<file path="config.mk">
export PLATFORM = sky130hd
export DESIGN_NAME = huop_front
export DESIGN_NICKNAME = d
export VERILOG_FILES = /design/src/rtl/core/huop_pkg.sv /design/src/rtl/core/huop_front.sv
export SDC_FILE = /design/constraint.sdc
export NUM_CORES = 1
export LEC_CHECK = 0
export BUFFER_PORTS_ARGS = -buffer_cell sky130_fd_sc_hd__buf_2
export CORE_ASPECT_RATIO = 0.5
export CORE_MARGIN = 2
export CORE_UTILIZATION = 42
export DETAILED_ROUTE_END_ITERATION = 8
export PLACE_DENSITY = 0.86
export SKIP_CTS_REPAIR_TIMING = 1
export SLEW_MARGIN = 10
export SYNTH_ARGS = -nofsm -noshare
export SYNTH_HDL_FRONTEND = slang
export SYNTH_SLANG_ARGS = --single-unit
</file>
<file path="constraint.sdc">
create_clock -name i_clk -period 3.9 [get_ports i_clk]
set_input_delay 0.585 -clock i_clk [delete_from_list [all_inputs] [get_ports i_clk]]
set_output_delay 0.585 -clock i_clk [all_outputs]
set_load 0.05 [all_outputs]
</file>
<file path="src/rtl/core/huop_pkg.sv">
// Shared types, frame constants and the sine table generator for the heading/pose block.
package huop_pkg;

    localparam logic [7:0] HEAD_FIRST_BYTE  = 8'h0D;
    localparam logic [7:0] HEAD_SECOND_BYTE = 8'h0A;
    localparam logic [7:0] TAIL_FIRST_BYTE  = 8'h0A;
    localparam logic [7:0] TAIL_SECOND_BYTE = 8'h0D;

    // centidegrees
    localparam int QUARTER_TURN = 9000;
    localparam int HALF_QUARTER = 4500;
    localparam int FULL_TURN    = 36000;

    localparam logic [63:0] HALF_PI_Q30 = 64'd1686629713;
    localparam logic [63:0] ONE_Q30     = 64'd1 << 30;

    localparam int Q_DEPTH = 4;

    typedef struct packed {
        logic signed [15:0] heading;
        logic signed [15:0] turns;
        logic signed [31:0] pos_x;
        logic signed [31:0] pos_y;
    } t_frame;

    typedef struct packed {
        logic [31:0] heading_out;
        logic [31:0] pos_x_out;
        logic [31:0] pos_y_out;
        logic [31:0] comp_x_out;
        logic [31:0] comp_y_out;
        logic        comp_updated;
    } t_result;

    // Quarter-wave sine entry in Q30, Taylor series to x^17, evaluated at elaboration.
    function automatic logic [30:0] qsin_entry(input int k, input int tb);
        logic [63:0]        x;
        logic [63:0]        x2;
        logic [63:0]        term;
        logic signed [65:0] sum;
        x    = (64'(k) * HALF_PI_Q30) >> tb;
        x2   = (x * x) >> 30;
        term = x;
        sum  = 66'(x);
        term = ((term * x2) >> 30) / 64'd6;   sum = sum - 66'(term);
        term = ((term * x2) >> 30) / 64'd20;  sum = sum + 66'(term);
        term = ((term * x2) >> 30) / 64'd42;  sum = sum - 66'(term);
        term = ((term * x2) >> 30) / 64'd72;  sum = sum + 66'(term);
        term = ((term * x2) >> 30) / 64'd110; sum = sum - 66'(term);
        term = ((term * x2) >> 30) / 64'd156; sum = sum + 66'(term);
        term = ((term * x2) >> 30) / 64'd210; sum = sum - 66'(term);
        term = ((term * x2) >> 30) / 64'd272; sum = sum + 66'(term);
        if (sum < 0) begin
            sum = '0;
        end
        if (sum > $signed(66'(ONE_Q30))) begin
            sum = 66'(ONE_Q30);
        end
        return sum[30:0];
    endfunction

endpackage

</file>
<file path="src/rtl/core/huop_front.sv">
// Front end: frame check, turn counter and last-heading tracking.
module huop_front
    import huop_pkg::*;
(
    input  logic               i_clk,
    input  logic               i_rst_n,
    input  logic               i_valid,
    output logic               o_ready,
    input  logic [7:0]         i_head_first,
    input  logic [7:0]         i_head_second,
    input  logic [7:0]         i_tail_first,
    input  logic [7:0]         i_tail_second,
    input  logic signed [15:0] i_heading_raw,
    input  logic signed [31:0] i_pos_x_raw,
    input  logic signed [31:0] i_pos_y_raw,
    input  logic               i_q_full,
    output logic               o_push,
    output t_frame             o_item
);

    logic signed [15:0] r_last_heading;
    logic signed [15:0] r_turns;
    logic signed [15:0] n_turns;
    logic signed [16:0] diff;
    logic               good;
    logic               xfer;

    assign o_ready = !i_q_full;
    assign xfer    = i_valid && o_ready;
    assign good    = (i_head_first == HEAD_FIRST_BYTE) && (i_head_second == HEAD_SECOND_BYTE) &&
                     (i_tail_first == TAIL_FIRST_BYTE) && (i_tail_second == TAIL_SECOND_BYTE);
    assign diff    = 17'(i_heading_raw) - 17'(r_last_heading);

    always_comb begin
        n_turns = r_turns;
        if (diff > 17'sd9000) begin
            if (r_turns != 16'sh8000) begin
                n_turns = r_turns - 16'sd1;
            end
        end else if (diff < -17'sd9000) begin
            if (r_turns != 16'sh7FFF) begin
                n_turns = r_turns + 16'sd1;
            end
        end
    end

    always_ff @(posedge i_clk) begin
        if (!i_rst_n) begin
            r_last_heading <= '0;
            r_turns        <= '0;
        end else if (xfer && good) begin
            r_last_heading <= i_heading_raw;
            r_turns        <= n_turns;
        end
    end

    assign o_push         = xfer && good;
    assign o_item.heading = i_heading_raw;
    assign o_item.turns   = n_turns;
    assign o_item.pos_x   = i_pos_x_raw;
    assign o_item.pos_y   = i_pos_y_raw;

endmodule

</file>
==> metrics.txt <==
status=finished with violations; failing checks=setup timing; PortBufs=85; RSZ-0062 raised after global routing=true; fin crit period=4.14 ns; Synth Area in Adders=0.0643; Placed Cells=712; area leader, netlist=dfxtp_1; fraction of layout cells with a size suffix above 1=0.469; Total GRT Usage=0.212; I/O pins=214; Area Overhead vs Synth=36.2%; ANT cells=0; number of clock sinks=32; Final period util=1.06; slowest CP cell=fa_2; Num CTS Buffers=5; Power per Cell Area=260 nW/um^2; Finished Layout Cells=731; die area=10,400 um^2; most used cell, CP=buf_4; root buffer cell=clkbuf_16; MaxCap Viol Count=0; CTS clk-pin slew, worst paths=0.06 ns; Die Height=73.1 um; Rel. slew slack=0.355; Detail Route Antenna Nets=0; post-synthesis xor/xnor area fraction=0.0459; WL final=13,800 um; Syn Inst Count=547; Initial Utilization=0.429; clk_skew=0.00277 ns; mux cell area share after synthesis=0.0228; CTS Buffer Depth=2; syn_area_per_cell=7.33 um^2; initial antenna violation count=0; reg2reg path depth=14; setup TNS=-2.23 ns; Final setup viols=16; gp weighted congestion=0.924; 1st-pass router iterations=5; maximum clock frequency=241 MHz; multi-input logic area=3180 um^2; most common cell in the netlist=buf_4; CP max FO=6; cell chain of the critical path=buf_8, inv_4, ha_4, fa_2, nand2b_4, a21oi_2, o311ai_4, and3b_1, nor3_1, o311a_4, o22ai_4, buf_4, buf_4, a21o_1, xnor2_2, buf_6; Synth Area in Compound Gates=0.227; WP buf/inv=5; Via-to-Cell Ratio=6.09; Worst VDD drop=0.000187 V; Critical Path Sink=o_item[64]; Reg-to-Reg Start=r_last_heading[0]; Startpoint Class=input port; Initial DRC Count=445; Post-DP HPWL=8790 um; Yosys warnings=0; Crit Reg-Reg Endpoint=r_turns[10]; Core Box Area=9350 um^2; Reg area=643 um^2; mapped cell area=4010 um^2; critical path's largest stage delay=0.37 ns; detailed-route wire length per cell=18.9 um; DRC viols=0; CP Data Arrival Time=3.56 ns; worst slew pin tran=0.967 ns; vias in the first global route=3,800; setup ws final=-0.244 ns; top post-synthesis cells by count=buf_4, nand2_1, a21oi_1; family with the most delay on the worst path=compound AO/OA/AOI/OAI gates; FILL cells=706; Yosys cell types=81; ys async rst share=0; Worst path depth=16; clk_lat worst skew=0.28 ns; Seq/Total Area, Yosys=0.160; die width=142 um; number of synthesized register bits=32; CTS tree=yes; Worst Hold Class=reg -> reg; main combinational cell family by area after synthesis=simple AND/OR/NAND/NOR gates; CP required=3.31 ns; EDFF count, synth=0; fin nets=746; top cell type's share of synthesized area=0.160; FP Rows=25; Main synth FF type=dfxtp_1; Crit. Startpoint=i_heading_raw[0]; largest net degree at the start of global routing=28; top post-synthesis cells by area=dfxtp_1, buf_4, nand2_1; first-pass GRT wire length=18,200 um; endpoint class of the critical path=output pin; pins over their slew limit=0; WS Path Type=in -> out; final count of hold timing violations=0; R2R Setup Slk=0.37 ns; Syn Nets=683; Post-Synth Simple-Gate Area=0.269; vias=4,451; GR Overflow Total=0; Leakage=2.23 nW; H-tree depth=2
-- through the flow --
stage               hold slack, ns  setup WS [ns]  utilization  power [mW]  area [um^2]
floorplan                    0.432        0.00586            -       0.891         4270
detailed placement           0.447         -0.275        0.496       0.878         4640
finish                       0.454         -0.244        0.584        1.42         5460
global placement             0.438         -0.194        0.496       0.872         4640
CTS                          0.454         -0.359        0.511        1.26         4780
global route                 0.473         -0.309        0.584        1.47         5460
-- power by group --
group	switching, mW	internal [mW]	leakage (nW)
Clock	0.158	0.232	0.0657
Combinational	0.402	0.304	1.91
Sequential	0.0000000000427	0.327	0.259
Total	0.560	0.863	2.23
-- routing by layer --
metal,vias up,wire length (um),track usage
met4,0,492,0.0689
met1,2075,5100,0.248
met3,70,1190,0.0420
li1,1989,-,-
met2,317,7060,0.397
met5,-,0,0
-- cells in the final DEF, fill, tap and decap left out, drive strengths merged, types with 3 or more instances in the layout --
cell,Yosys,final
a211oi,3,3
a21boi,4,4
a21o,13,13
a21oi,41,41
a22oi,3,3
a31oi,4,4
and2,5,5
and3,7,7
and4,6,6
buf,88,166
clkbuf,24,7
dfxtp,32,32
ha,19,19
inv,26,26
mux2i,8,8
nand2,74,74
nand2b,11,11
nand3,29,29
nand3b,3,3
nand4,11,11
nor2,15,15
nor2b,3,3
nor3,11,11
nor4,6,6
o21ai,19,19
o22ai,3,3
o311ai,3,3
o31ai,6,6
or2,3,3
or3,7,7
xnor2,6,6
xor2,15,15
-- how the worst min path moves through the flow --
stage                       start  slack [ns]                  to  cells past startpoint
6_report       r_last_heading[15]        0.45  r_last_heading[15]                      2
5_1_grt        r_last_heading[15]        0.47  r_last_heading[15]                      2
4_1_cts        r_last_heading[15]        0.45  r_last_heading[15]                      2
3_5_place_dp   r_last_heading[15]        0.45  r_last_heading[15]                      2
3_3_place_gp    r_last_heading[6]        0.44   r_last_heading[6]                      2
2_1_floorplan  r_last_heading[10]        0.43  r_last_heading[10]                      2
-- worst min-delay path, stage by stage (launching register included) --
cell	delay, ns
dfxtp_1	0.31
nand2_1	0.05
a21oi_1	0.05
-- cells by family after synthesis --
logic type / Yosys count
xor+xnor: 21
buf+inv: 138
compound gates: 127
flops: 32
mux: 9
simple gates: 200
fa+ha+maj: 20
-- flip-flops by register name, indices dropped and copies added, names as in the netlist --
signal,cells
r_turns,16
r_last_heading,16
-- area by class of cell --
| cell class | count | share of cell area |
|---|---|---|
| inverters | 26 | 0.0183 |
| flip-flops and latches | 32 | 0.118 |
| repair buffers | 168 | 0.228 |
| multi-input cells | 377 | 0.583 |
| well taps | 121 | 0.0277 |
| clock buffers | 5 | 0.0229 |
| clock inverters | 2 | 0.00229 |
No activity file was read; power rests on OpenSTA's default activity.
