$ cat config.mk
export PLATFORM = sky130hd
export DESIGN_NAME = huop_fifo
export DESIGN_NICKNAME = d
export VERILOG_FILES = /design/src/rtl/core/huop_pkg.sv /design/src/rtl/core/huop_fifo.sv
export SDC_FILE = /design/constraint.sdc
export NUM_CORES = 1
export LEC_CHECK = 0
export BUFFER_PORTS_ARGS = -buffer_cell sky130_fd_sc_hd__buf_2
export CORE_ASPECT_RATIO = 1.2
export CORE_UTILIZATION = 51
export CTS_CLUSTER_DIAMETER = 40
export DETAILED_ROUTE_END_ITERATION = 6
export PLACE_DENSITY = 0.81
export SLEW_MARGIN = 10
export SYNTH_ARGS = -nofsm -noshare
export SYNTH_HDL_FRONTEND = slang
export SYNTH_SLANG_ARGS = --single-unit
$ cat constraint.sdc
create_clock -name i_clk -period 3.6 [get_ports i_clk]
set_input_delay 0.72 -clock i_clk [delete_from_list [all_inputs] [get_ports i_clk]]
set_output_delay 0.72 -clock i_clk [all_outputs]
set_load 0.02 [all_outputs]
$ cat src/rtl/core/huop_pkg.sv
// Shared types, frame constants and the sine table generator for the heading/pose block.
package huop_pkg;

    localparam logic [7:0] HEAD_FIRST_BYTE  = 8'h0D;
    localparam logic [7:0] HEAD_SECOND_BYTE = 8'h0A;
    localparam logic [7:0] TAIL_FIRST_BYTE  = 8'h0A;
    localparam logic [7:0] TAIL_SECOND_BYTE = 8'h0D;

    // centidegrees
    localparam int QUARTER_TURN = 9000;
    localparam int HALF_QUARTER = 4500;
    localparam int FULL_TURN    = 36000;

    localparam logic [63:0] HALF_PI_Q30 = 64'd1686629713;
    localparam logic [63:0] ONE_Q30     = 64'd1 << 30;

    localparam int Q_DEPTH = 4;

    typedef struct packed {
        logic signed [15:0] heading;
        logic signed [15:0] turns;
        logic signed [31:0] pos_x;
        logic signed [31:0] pos_y;
    } t_frame;

    typedef struct packed {
        logic [31:0] heading_out;
        logic [31:0] pos_x_out;
        logic [31:0] pos_y_out;
        logic [31:0] comp_x_out;
        logic [31:0] comp_y_out;
        logic        comp_updated;
    } t_result;

    // Quarter-wave sine entry in Q30, Taylor series to x^17, evaluated at elaboration.
    function automatic logic [30:0] qsin_entry(input int k, input int tb);
        logic [63:0]        x;
        logic [63:0]        x2;
        logic [63:0]        term;
        logic signed [65:0] sum;
        x    = (64'(k) * HALF_PI_Q30) >> tb;
        x2   = (x * x) >> 30;
        term = x;
        sum  = 66'(x);
        term = ((term * x2) >> 30) / 64'd6;   sum = sum - 66'(term);
        term = ((term * x2) >> 30) / 64'd20;  sum = sum + 66'(term);
        term = ((term * x2) >> 30) / 64'd42;  sum = sum - 66'(term);
        term = ((term * x2) >> 30) / 64'd72;  sum = sum + 66'(term);
        term = ((term * x2) >> 30) / 64'd110; sum = sum - 66'(term);
        term = ((term * x2) >> 30) / 64'd156; sum = sum + 66'(term);
        term = ((term * x2) >> 30) / 64'd210; sum = sum - 66'(term);
        term = ((term * x2) >> 30) / 64'd272; sum = sum + 66'(term);
        if (sum < 0) begin
            sum = '0;
        end
        if (sum > $signed(66'(ONE_Q30))) begin
            sum = 66'(ONE_Q30);
        end
        return sum[30:0];
    endfunction

endpackage

$ cat src/rtl/core/huop_fifo.sv
// Short frame queue between the front and back ends.
module huop_fifo
    import huop_pkg::*;
(
    input  logic   i_clk,
    input  logic   i_rst_n,
    input  logic   i_push,
    input  t_frame i_item,
    output logic   o_full,
    input  logic   i_pop,
    output logic   o_valid,
    output t_frame o_item
);

    localparam int PTR_W = $clog2(Q_DEPTH);

    t_frame             r_mem [Q_DEPTH];
    logic [PTR_W-1:0]   r_wr_ptr;
    logic [PTR_W-1:0]   r_rd_ptr;
    logic [PTR_W:0]     r_count;
    logic               do_push;
    logic               do_pop;

    assign o_full  = (r_count == (PTR_W+1)'(Q_DEPTH));
    assign o_valid = (r_count != '0);
    assign do_push = i_push && !o_full;
    assign do_pop  = i_pop && o_valid;
    assign o_item  = r_mem[r_rd_ptr];

    always_ff @(posedge i_clk) begin
        if (do_push) begin
            r_mem[r_wr_ptr] <= i_item;
        end
    end

    always_ff @(posedge i_clk) begin
        if (!i_rst_n) begin
            r_wr_ptr <= '0;
            r_rd_ptr <= '0;
            r_count  <= '0;
        end else begin
            if (do_push) begin
                r_wr_ptr <= r_wr_ptr + PTR_W'(1);
            end
            if (do_pop) begin
                r_rd_ptr <= r_rd_ptr + PTR_W'(1);
            end
            if (do_push && !do_pop) begin
                r_count <= r_count + (PTR_W+1)'(1);
            end else if (do_pop && !do_push) begin
                r_count <= r_count - (PTR_W+1)'(1);
            end
        end
    end

endmodule

==> impl_results.md, run 1 <==
- Synthesized netlist cell count: 550
- Height of the die: approximately 190 um
- Run status: finished, final reports clean
- Peak fanout along the critical path: 38
- Antenna violations before repair: 5
- Core outline area: 27300 um^2
- Wire length of the first global-routing pass: 38800 um
- Routed vias: ~6500
- CTS tree: yes
- Mean number of vias per cell: 5.42
- Post-CTS Hold Fix Bufs: 0
- P&R area growth vs syn: 20.5%
- Synthesized area: 14300 um^2
- Kind of capture point of the worst setup path: output pin
- ANT nets after route: 0
- Leakage Power: around 5.8 nW
- Setup repair after global routing missed its margin: no
- Unique cell type count in the Yosys netlist: 23
- Clock period minus worst slack: roughly 2.9 ns
- Remaining DRCs: 0
- Fraction of layout cells with a size suffix above 1: 45.8%
- Final worst path period share: ~80%
- Hold Path Origin: i_item[10]
- Power density of the placed cells: about 750 nW/um^2
- Arrival time at the worst endpoint: 2.15 ns
- Longest Clk Path Bufs: 3
- Fmax: approximately 0.35 GHz
- Max capacitance violation total: 0
- Die width: 155 um
- CP Cell Sequence: buf_4 -> mux4_2 -> buf_2
- Average cell area after synthesis: around 26 um^2
- Setup skew after layout: roughly 0.012 ns
- Clock buffer count from CTS: 42
- Worst Setup Start Kind: register
- Ys Warns: 0
- Final sum of negative setup slack: 0 ns
- Tightest slew margin relative to the limit: 55.3%
- Slew Viols, Final: 0
- Clock sinks: between 300 and 400
- Routability congestion estimate from global placement: approximately 0.71
- Hold slack final: 0.410 ns
- Share of the yosys chip area belonging to registers: approximately 82%
- Setup violators final: 0
- Net count of the finished layout: approximately 890
- Global Route Usage Sum: roughly 18%
- Post-DR wirelength/cell: 21.8 um
- Largest net degree at the start of global routing: 53
- Synth Register Bits: between 300 and 400
- Clock Latency Late Sink: 0.52 ns
- Count of boundary I/O pins: slightly below 200
- Classification of the worst-slack hold path: in2reg
- Fin. Hold Viols: 0
- Least-Margin Pin Slew: 0.670 ns
- Number of detailed-route iterations in the first pass: 4
- Area of the die: approximately 29000 um^2
- GR Overflow Total: 0
- Crit Reg-Reg Startpoint: r_count[0]
- Maximum ir drop on the vdd rail: 546 uV
- Count of buffers inserted at the top-level ports: around 200
- Reg clk slew, reported paths: roughly 0.06 ns
- Post-cts gate resize count: 0
- Total number of placement rows: between 60 and 70
- DRT Wirelength: 26100 um
- Net count of the mapped netlist: 656
- Max incr delay on CP: 0.76 ns
- Critical Path Slowest Stage Cell: sky130_fd_sc_hd__dfxtp_4
- H-tree level count: 2
- Type of the setup path with the least slack: reg2out
- # Post-CTS Setup Buffers: 0
- Worst path required time: 2.88 ns
- Total half-perimeter wirelength after legalization and detailed placement: 15700 um
- Via count of the first global-routing pass: just under 7000
- Clock tree root buffer cell: sky130_fd_sc_hd__clkbuf_16
- Violation count after the first detailed-routing iteration: between 300 and 400
- Initial Utilization: between 50% and 60%
placed cells by master (no fill, tap or decap):
cell type | Yosys | routed
sky130_fd_sc_hd__clkinvlp_4 | 0 | 3
sky130_fd_sc_hd__diode_2 | 0 | 3
sky130_fd_sc_hd__clkinv_1 | 0 | 9
sky130_fd_sc_hd__mux2i_1 | 3 | 3
sky130_fd_sc_hd__o31ai_1 | 1 | 1
sky130_fd_sc_hd__ha_1 | 5 | 5
sky130_fd_sc_hd__nor2b_1 | 2 | 2
sky130_fd_sc_hd__o21ai_0 | 1 | 1
sky130_fd_sc_hd__edfxtp_1 | 384 | 384
sky130_fd_sc_hd__clkbuf_8 | 0 | 1
sky130_fd_sc_hd__nor3b_1 | 1 | 1
sky130_fd_sc_hd__inv_8 | 0 | 1
sky130_fd_sc_hd__clkinv_4 | 0 | 3
sky130_fd_sc_hd__dfxtp_1 | 9 | 7
sky130_fd_sc_hd__dfxtp_4 | 0 | 2
sky130_fd_sc_hd__inv_6 | 0 | 1
sky130_fd_sc_hd__or3_1 | 2 | 2
sky130_fd_sc_hd__and2_4 | 0 | 4
sky130_fd_sc_hd__xor2_1 | 1 | 1
sky130_fd_sc_hd__buf_2 | 11 | 197
sky130_fd_sc_hd__buf_12 | 1 | 13
sky130_fd_sc_hd__inv_1 | 3 | 3
sky130_fd_sc_hd__nand2_1 | 4 | 4
sky130_fd_sc_hd__bufinv_16 | 0 | 2
sky130_fd_sc_hd__clkbuf_1 | 7 | 9
sky130_fd_sc_hd__fa_1 | 1 | 1
sky130_fd_sc_hd__buf_4 | 0 | 2
sky130_fd_sc_hd__xnor2_1 | 3 | 3
sky130_fd_sc_hd__and2_1 | 8 | 4
sky130_fd_sc_hd__clkinv_2 | 0 | 4
sky130_fd_sc_hd__o311ai_0 | 1 | 1
sky130_fd_sc_hd__a21boi_0 | 1 | 1
sky130_fd_sc_hd__mux4_2 | 96 | 96
sky130_fd_sc_hd__clkbuf_16 | 0 | 45
flip-flops by register name (all words and copies together) (netlist names), named ones only:
register	flops
r_mem	384
r_count	3
r_rd_ptr	2
r_wr_ptr	2
per-stage QoR:
stage / utilization (%) / setup WS, ns / std cells / power [mW] / cell area (um^2)
CTS: 63.2 / 0.698 / 1190 / 13.2 / 17300
detailed placement: 58.2 / 1.10 / 1112 / 9.06 / 15900
floorplan: - / 0.861 / 550 / 8.04 / 14300
global placement: 58.2 / 1.23 / 1112 / 9.00 / 15900
global route: 63.2 / 0.652 / 1192 / 13.5 / 17300
finish: 63.2 / 0.729 / 1193 / 13.0 / 17300
cells in the mapped netlist:
cell type / n / area [um^2]
sky130_fd_sc_hd__xor2_1: 1 / 8.76
sky130_fd_sc_hd__xnor2_1: 3 / 26.3
sky130_fd_sc_hd__dfxtp_1: 9 / 180
sky130_fd_sc_hd__inv_1: 3 / 11.3
sky130_fd_sc_hd__a21boi_0: 1 / 7.51
sky130_fd_sc_hd__nor3b_1: 1 / 7.51
sky130_fd_sc_hd__mux4_2: 96 / 2160
sky130_fd_sc_hd__clkbuf_1: 7 / 26.3
sky130_fd_sc_hd__or3_1: 2 / 12.5
sky130_fd_sc_hd__nor2b_1: 2 / 12.5
sky130_fd_sc_hd__nand2_1: 4 / 15.0
sky130_fd_sc_hd__ha_1: 5 / 62.6
sky130_fd_sc_hd__o311ai_0: 1 / 8.76
sky130_fd_sc_hd__o31ai_1: 1 / 7.51
sky130_fd_sc_hd__buf_8: 4 / 60.1
sky130_fd_sc_hd__o21ai_0: 1 / 5.00
sky130_fd_sc_hd__buf_6: 1 / 11.3
sky130_fd_sc_hd__and2_1: 8 / 50.1
sky130_fd_sc_hd__fa_1: 1 / 20.0
sky130_fd_sc_hd__buf_12: 1 / 20.0
sky130_fd_sc_hd__edfxtp_1: 384 / 11500
sky130_fd_sc_hd__mux2i_1: 3 / 30.0
sky130_fd_sc_hd__buf_2: 11 / 55.1
layout make-up:
type,instances,area (um^2)
flip-flops and latches,393,11700
fillers,1800,10100
clock buffers,55,1170
well taps,374,468
inverters,3,11.3
diodes,3,7.51
multi-input cells,130,2450
repair buffers,212,1260
clock inverters,23,183
power by group:
group / internal, mW / total (mW) / leakage (nW) / switching, mW
logic: 1.37 / 3.19 / 1.54 / 1.82
clock network: 2.45 / 4.12 / 0.654 / 1.66
registers: 5.55 / 5.72 / 3.59 / 0.162
total: 9.38 / 13.0 / 5.79 / 3.65
cells by family after synthesis:
kind of cell             share of synthesized area, %
AND/OR/NAND/NOR                                 0.681
adder cells (fa/ha/maj)                         0.576
AO/OA/AOI/OAI                                   0.201
multiplexers                                     15.3
flip-flops                                       81.7
XOR/XNOR                                        0.245
buffers and inverters                            1.28
final timing paths:
path                  endpoint  slack [ns]  cells after the start
setup / recovery    o_item[20]        0.73                      3
hold / removal    r_mem[1][10]        0.41                      1
setup reg to reg    r_count[2]        1.35                      9
hold reg to reg    r_wr_ptr[0]        0.52                      2
routing by layer:
metal	vias up	track usage [%]	wire [um]
met5	-	0	29
met4	4	7.37	763
met3	50	4.28	1570
met2	209	31.1	13200
met1	3370	23.5	10500
li1	2839	-	-
worst max-delay path: cells and delay by family, from the launching register on:
family | cells | cell delay, ns
DFF | 1 | 0.76
buffers and inverters | 2 | 0.50
muxes | 1 | 0.34
Power figures use the tool's default switching activity.
==> inputs of run 2 (changes only) <==
ABC_AREA = 1   (was default)
CORE_UTILIZATION = 57   (was 51)
PLACE_DENSITY = 0.85   (was 0.81)
clock period = 2.9 ns   (was 3.6 ns; I/O delays follow)
==> run 2 against run 1 <==
Critical endpoint is now o_item[86]. Critical path depth up 2. Synthesized cell count up 81%. Highest routed layer is now met4. Flip-flop and latch count unchanged. Cell count up 31%.
==> impl_results.md, run 2 <==
- Most common cell after layout, fill and taps aside: sky130_fd_sc_hd__edfxtp_1
- Final non-filler cell area: 17500 um^2
- Clock buffer count from CTS: 41
- Most area-hungry cell type in the Yosys netlist: sky130_fd_sc_hd__edfxtp_1
- Routability congestion estimate from global placement: between 0.7 and 0.8
- Post-cts gate resize count: 0
- Share of the yosys chip area belonging to registers: between 70% and 80%
- Switching power share of the total: 31.3%
- GR Overflow Total: 0
- Share of the synthesized area in the top cell type: about four fifths
- Most frequent cells in the layout: sky130_fd_sc_hd__edfxtp_1 (384), sky130_fd_sc_hd__nor2_1 (202), sky130_fd_sc_hd__buf_2 (197)
- Kind of capture point of the worst setup path: output pin
- Power density of the placed cells: between 900 and 1000 nW/um^2
- Internal power: about 11 mW
- Classification of the worst-slack hold path: in2reg
- Count of buffers inserted at the top-level ports: approximately 200
- PnR Total Power: approximately 17 mW
- Final sum of negative setup slack: 0 ns
- Maximum ir drop on the vdd rail: roughly 730 uV
- # Post-CTS Setup Buffers: 0
- Worst Setup Start Kind: register
- Max capacitance violation total: 0
- Setup slack of the worst register-to-register path: around 0.74 ns
- Setup repair after global routing missed its margin: no
- Peak fanout along the critical path: 54
- Core outline area: around 25000 um^2
- Most instantiated flip-flop cell in the synthesis netlist: sky130_fd_sc_hd__edfxtp_1
- Antenna violations before repair: 3
- Hold Path Origin: i_item[25]
- # placed instances: 1479
- Clock period minus worst slack: 2.66 ns
- Routed vias: about 9000
- Clock tree root buffer cell: sky130_fd_sc_hd__clkbuf_16
- Share of total power in combinational logic: 25.1%
- Final-layout fill cell count: between 1500 and 2000
- Post-DR wirelength/cell: 19.3 um
- Final worst path period share: about nine tenths
- Type of the setup path with the least slack: reg2out
- Biggest register: r_mem
- DRT Wirelength: approximately 30000 um
- Worst setup slack before clock tree synthesis: ~0.66 ns
- ANT nets after route: 0
- Share of power burned in registers: a little over two fifths
- Category of cells accounting for the largest share of critical-path delay: buffers and inverters
- Die width: about 150 um
- Crit Reg-Reg Startpoint: r_count[1]
- Clock sinks: approximately 390
- Post-synth ARST share: 0%
- Synth Register Bits: 393
- Area of the die: ~27000 um^2
- Fmax: about 0.38 GHz
- CTS tree: yes
- Global Route Usage Sum: a little under a quarter
- Terminus of the critical flop-to-flop path: r_count[1]
- Longest Clk Path Bufs: 3
- Remaining DRCs: 0
- Synthesized area: between 10000 and 15000 um^2
- Post-synth EDFFs: ~380
- Number of detailed-route iterations in the first pass: 4
- Worst path required time: roughly 2.3 ns
- Max incr delay on CP: roughly 0.37 ns
- Setup violators final: 0
- Run status: finished, final reports clean
- Largest net degree at the start of global routing: ~120
- Synthesized netlist cell count: about 1000
- Via count of the first global-routing pass: around 9000
- Net count of the mapped netlist: 1103
- Critical Path Slowest Stage Cell: sky130_fd_sc_hd__dfxtp_4
- Mean number of vias per cell: ~5.8
- Top cells by area, synth: sky130_fd_sc_hd__edfxtp_1 (78%), sky130_fd_sc_hd__nor2_1 (5.2%), sky130_fd_sc_hd__o22ai_1 (4.1%)
- Top post-synthesis cells by count: sky130_fd_sc_hd__edfxtp_1 (384), sky130_fd_sc_hd__nor2_1 (206), sky130_fd_sc_hd__o21ai_0 (102)
- Relative contribution of the clock network to total power: 32.3%
- Minimum setup slack in the final design: 0.243 ns
- Registers with the most flip-flops: r_mem (384), r_count (3)
- Hold path endpoint: r_mem[0][25]
- Ys Warns: 0
- Unique cell type count in the Yosys netlist: 21
- Most common cell in the synthesized netlist: sky130_fd_sc_hd__edfxtp_1
- Post-CTS Hold Fix Bufs: 0
- Clock Latency Late Sink: 0.52 ns
- Arrival time at the worst endpoint: 2.08 ns
- P&R area growth vs syn: 18.4%
- Tightest slew margin relative to the limit: about 55%
- Total number of placement rows: 64
- Cell depth of the worst hold path: 1
- Average cell area after synthesis: 14.8 um^2
- CP Cell Sequence: inv_6 -> buf_12 -> o21ai_0 -> o22ai_1 -> buf_2
- Switching power summed over all nets: 5.19 mW
- Count of boundary I/O pins: approximately 200
- Total cell area at the placement stage: roughly 16000 um^2
- Setup skew after layout: 0.0129 ns
- Net count of the finished layout: between 1000 and 1500
- H-tree level count: 2
- Initial Utilization: between 50% and 60%
- Flip-flop count of the largest register, all copies and words added: roughly 380
- Fin. Hold Viols: 0
- Worst Path Buf+Inv: 3
- Number of cells on the worst reg-to-reg path: 9
- Fraction of layout cells with a size suffix above 1: 23.6%
- Leakage Power: 6.16 nW
- Slew Viols, Final: 0
- Reg clk slew, reported paths: ~0.060 ns
- Least-Margin Pin Slew: just under 0.7 ns
- Height of the die: ~180 um
- Violation count after the first detailed-routing iteration: around 630
- Post-layout instance count excluding filler cells: approximately 1600
- Total half-perimeter wirelength after legalization and detailed placement: approximately 16000 um
- Wire length of the first global-routing pass: around 46000 um
[run 2: cells by family after synthesis]
group | after synthesis | synth area share (%)
AO/OA/AOI/OAI | 292 | 10.7
XOR/XNOR | 1 | 0.0593
adder cells (fa/ha/maj) | 6 | 0.559
buffers and inverters | 79 | 3.52
flip-flops | 393 | 79.3
AND/OR/NAND/NOR | 226 | 5.81
[run 2: per-stage QoR]
stage | hold WS [ns] | util, %
floorplan | 0.465 | -
global placement | 0.481 | 63.0
detailed placement | 0.485 | 63.0
CTS | 0.246 | 68.6
global route | 0.251 | 68.6
finish | 0.269 | 68.6
[run 2: worst max-delay path by stage]
stage               startpoint           to  slack (ns)  cells past startpoint
global placement        i_push   r_count[2]        0.75                     12
detailed placement      i_push   r_count[1]        0.66                      8
floorplan               i_push  r_mem[0][0]       -0.77                      2
finish                register   o_item[86]        0.24                      5
CTS                   register   o_item[86]        0.21                      5
global route          register   o_item[86]        0.14                      5
[run 2: layout make-up]
class | instances | area (um^2) | share of cell area, %
Clock buffer | 49 | 1130 | 6.46
Inverter | 17 | 68.8 | 0.394
Clock inverter | 26 | 305 | 1.75
Timing Repair Buffer | 214 | 1280 | 7.30
Antenna cell | 5 | 12.5 | 0.0716
Sequential cell | 393 | 11700 | 67.0
Tap cell | 330 | 413 | 2.36
Multi-Input combinational cell | 525 | 2560 | 14.6
[run 2: power groups by stage]
stage	clock, mW	combinational [mW]	sequential [mW]
detailed placement	0	4.16	7.18
finish	5.36	4.16	7.06
global route	5.64	4.54	7.11
global placement	0	4.05	7.15
floorplan	0	2.86	7.17
CTS	5.44	4.20	7.06
[run 2: layer usage]
metal | GRT usage, % | wire, um
met1 | 28.3 | 11700
met2 | 38.6 | 15400
met3 | 5.55 | 2400
met4 | 8.67 | 673
met5 | 0 | 0
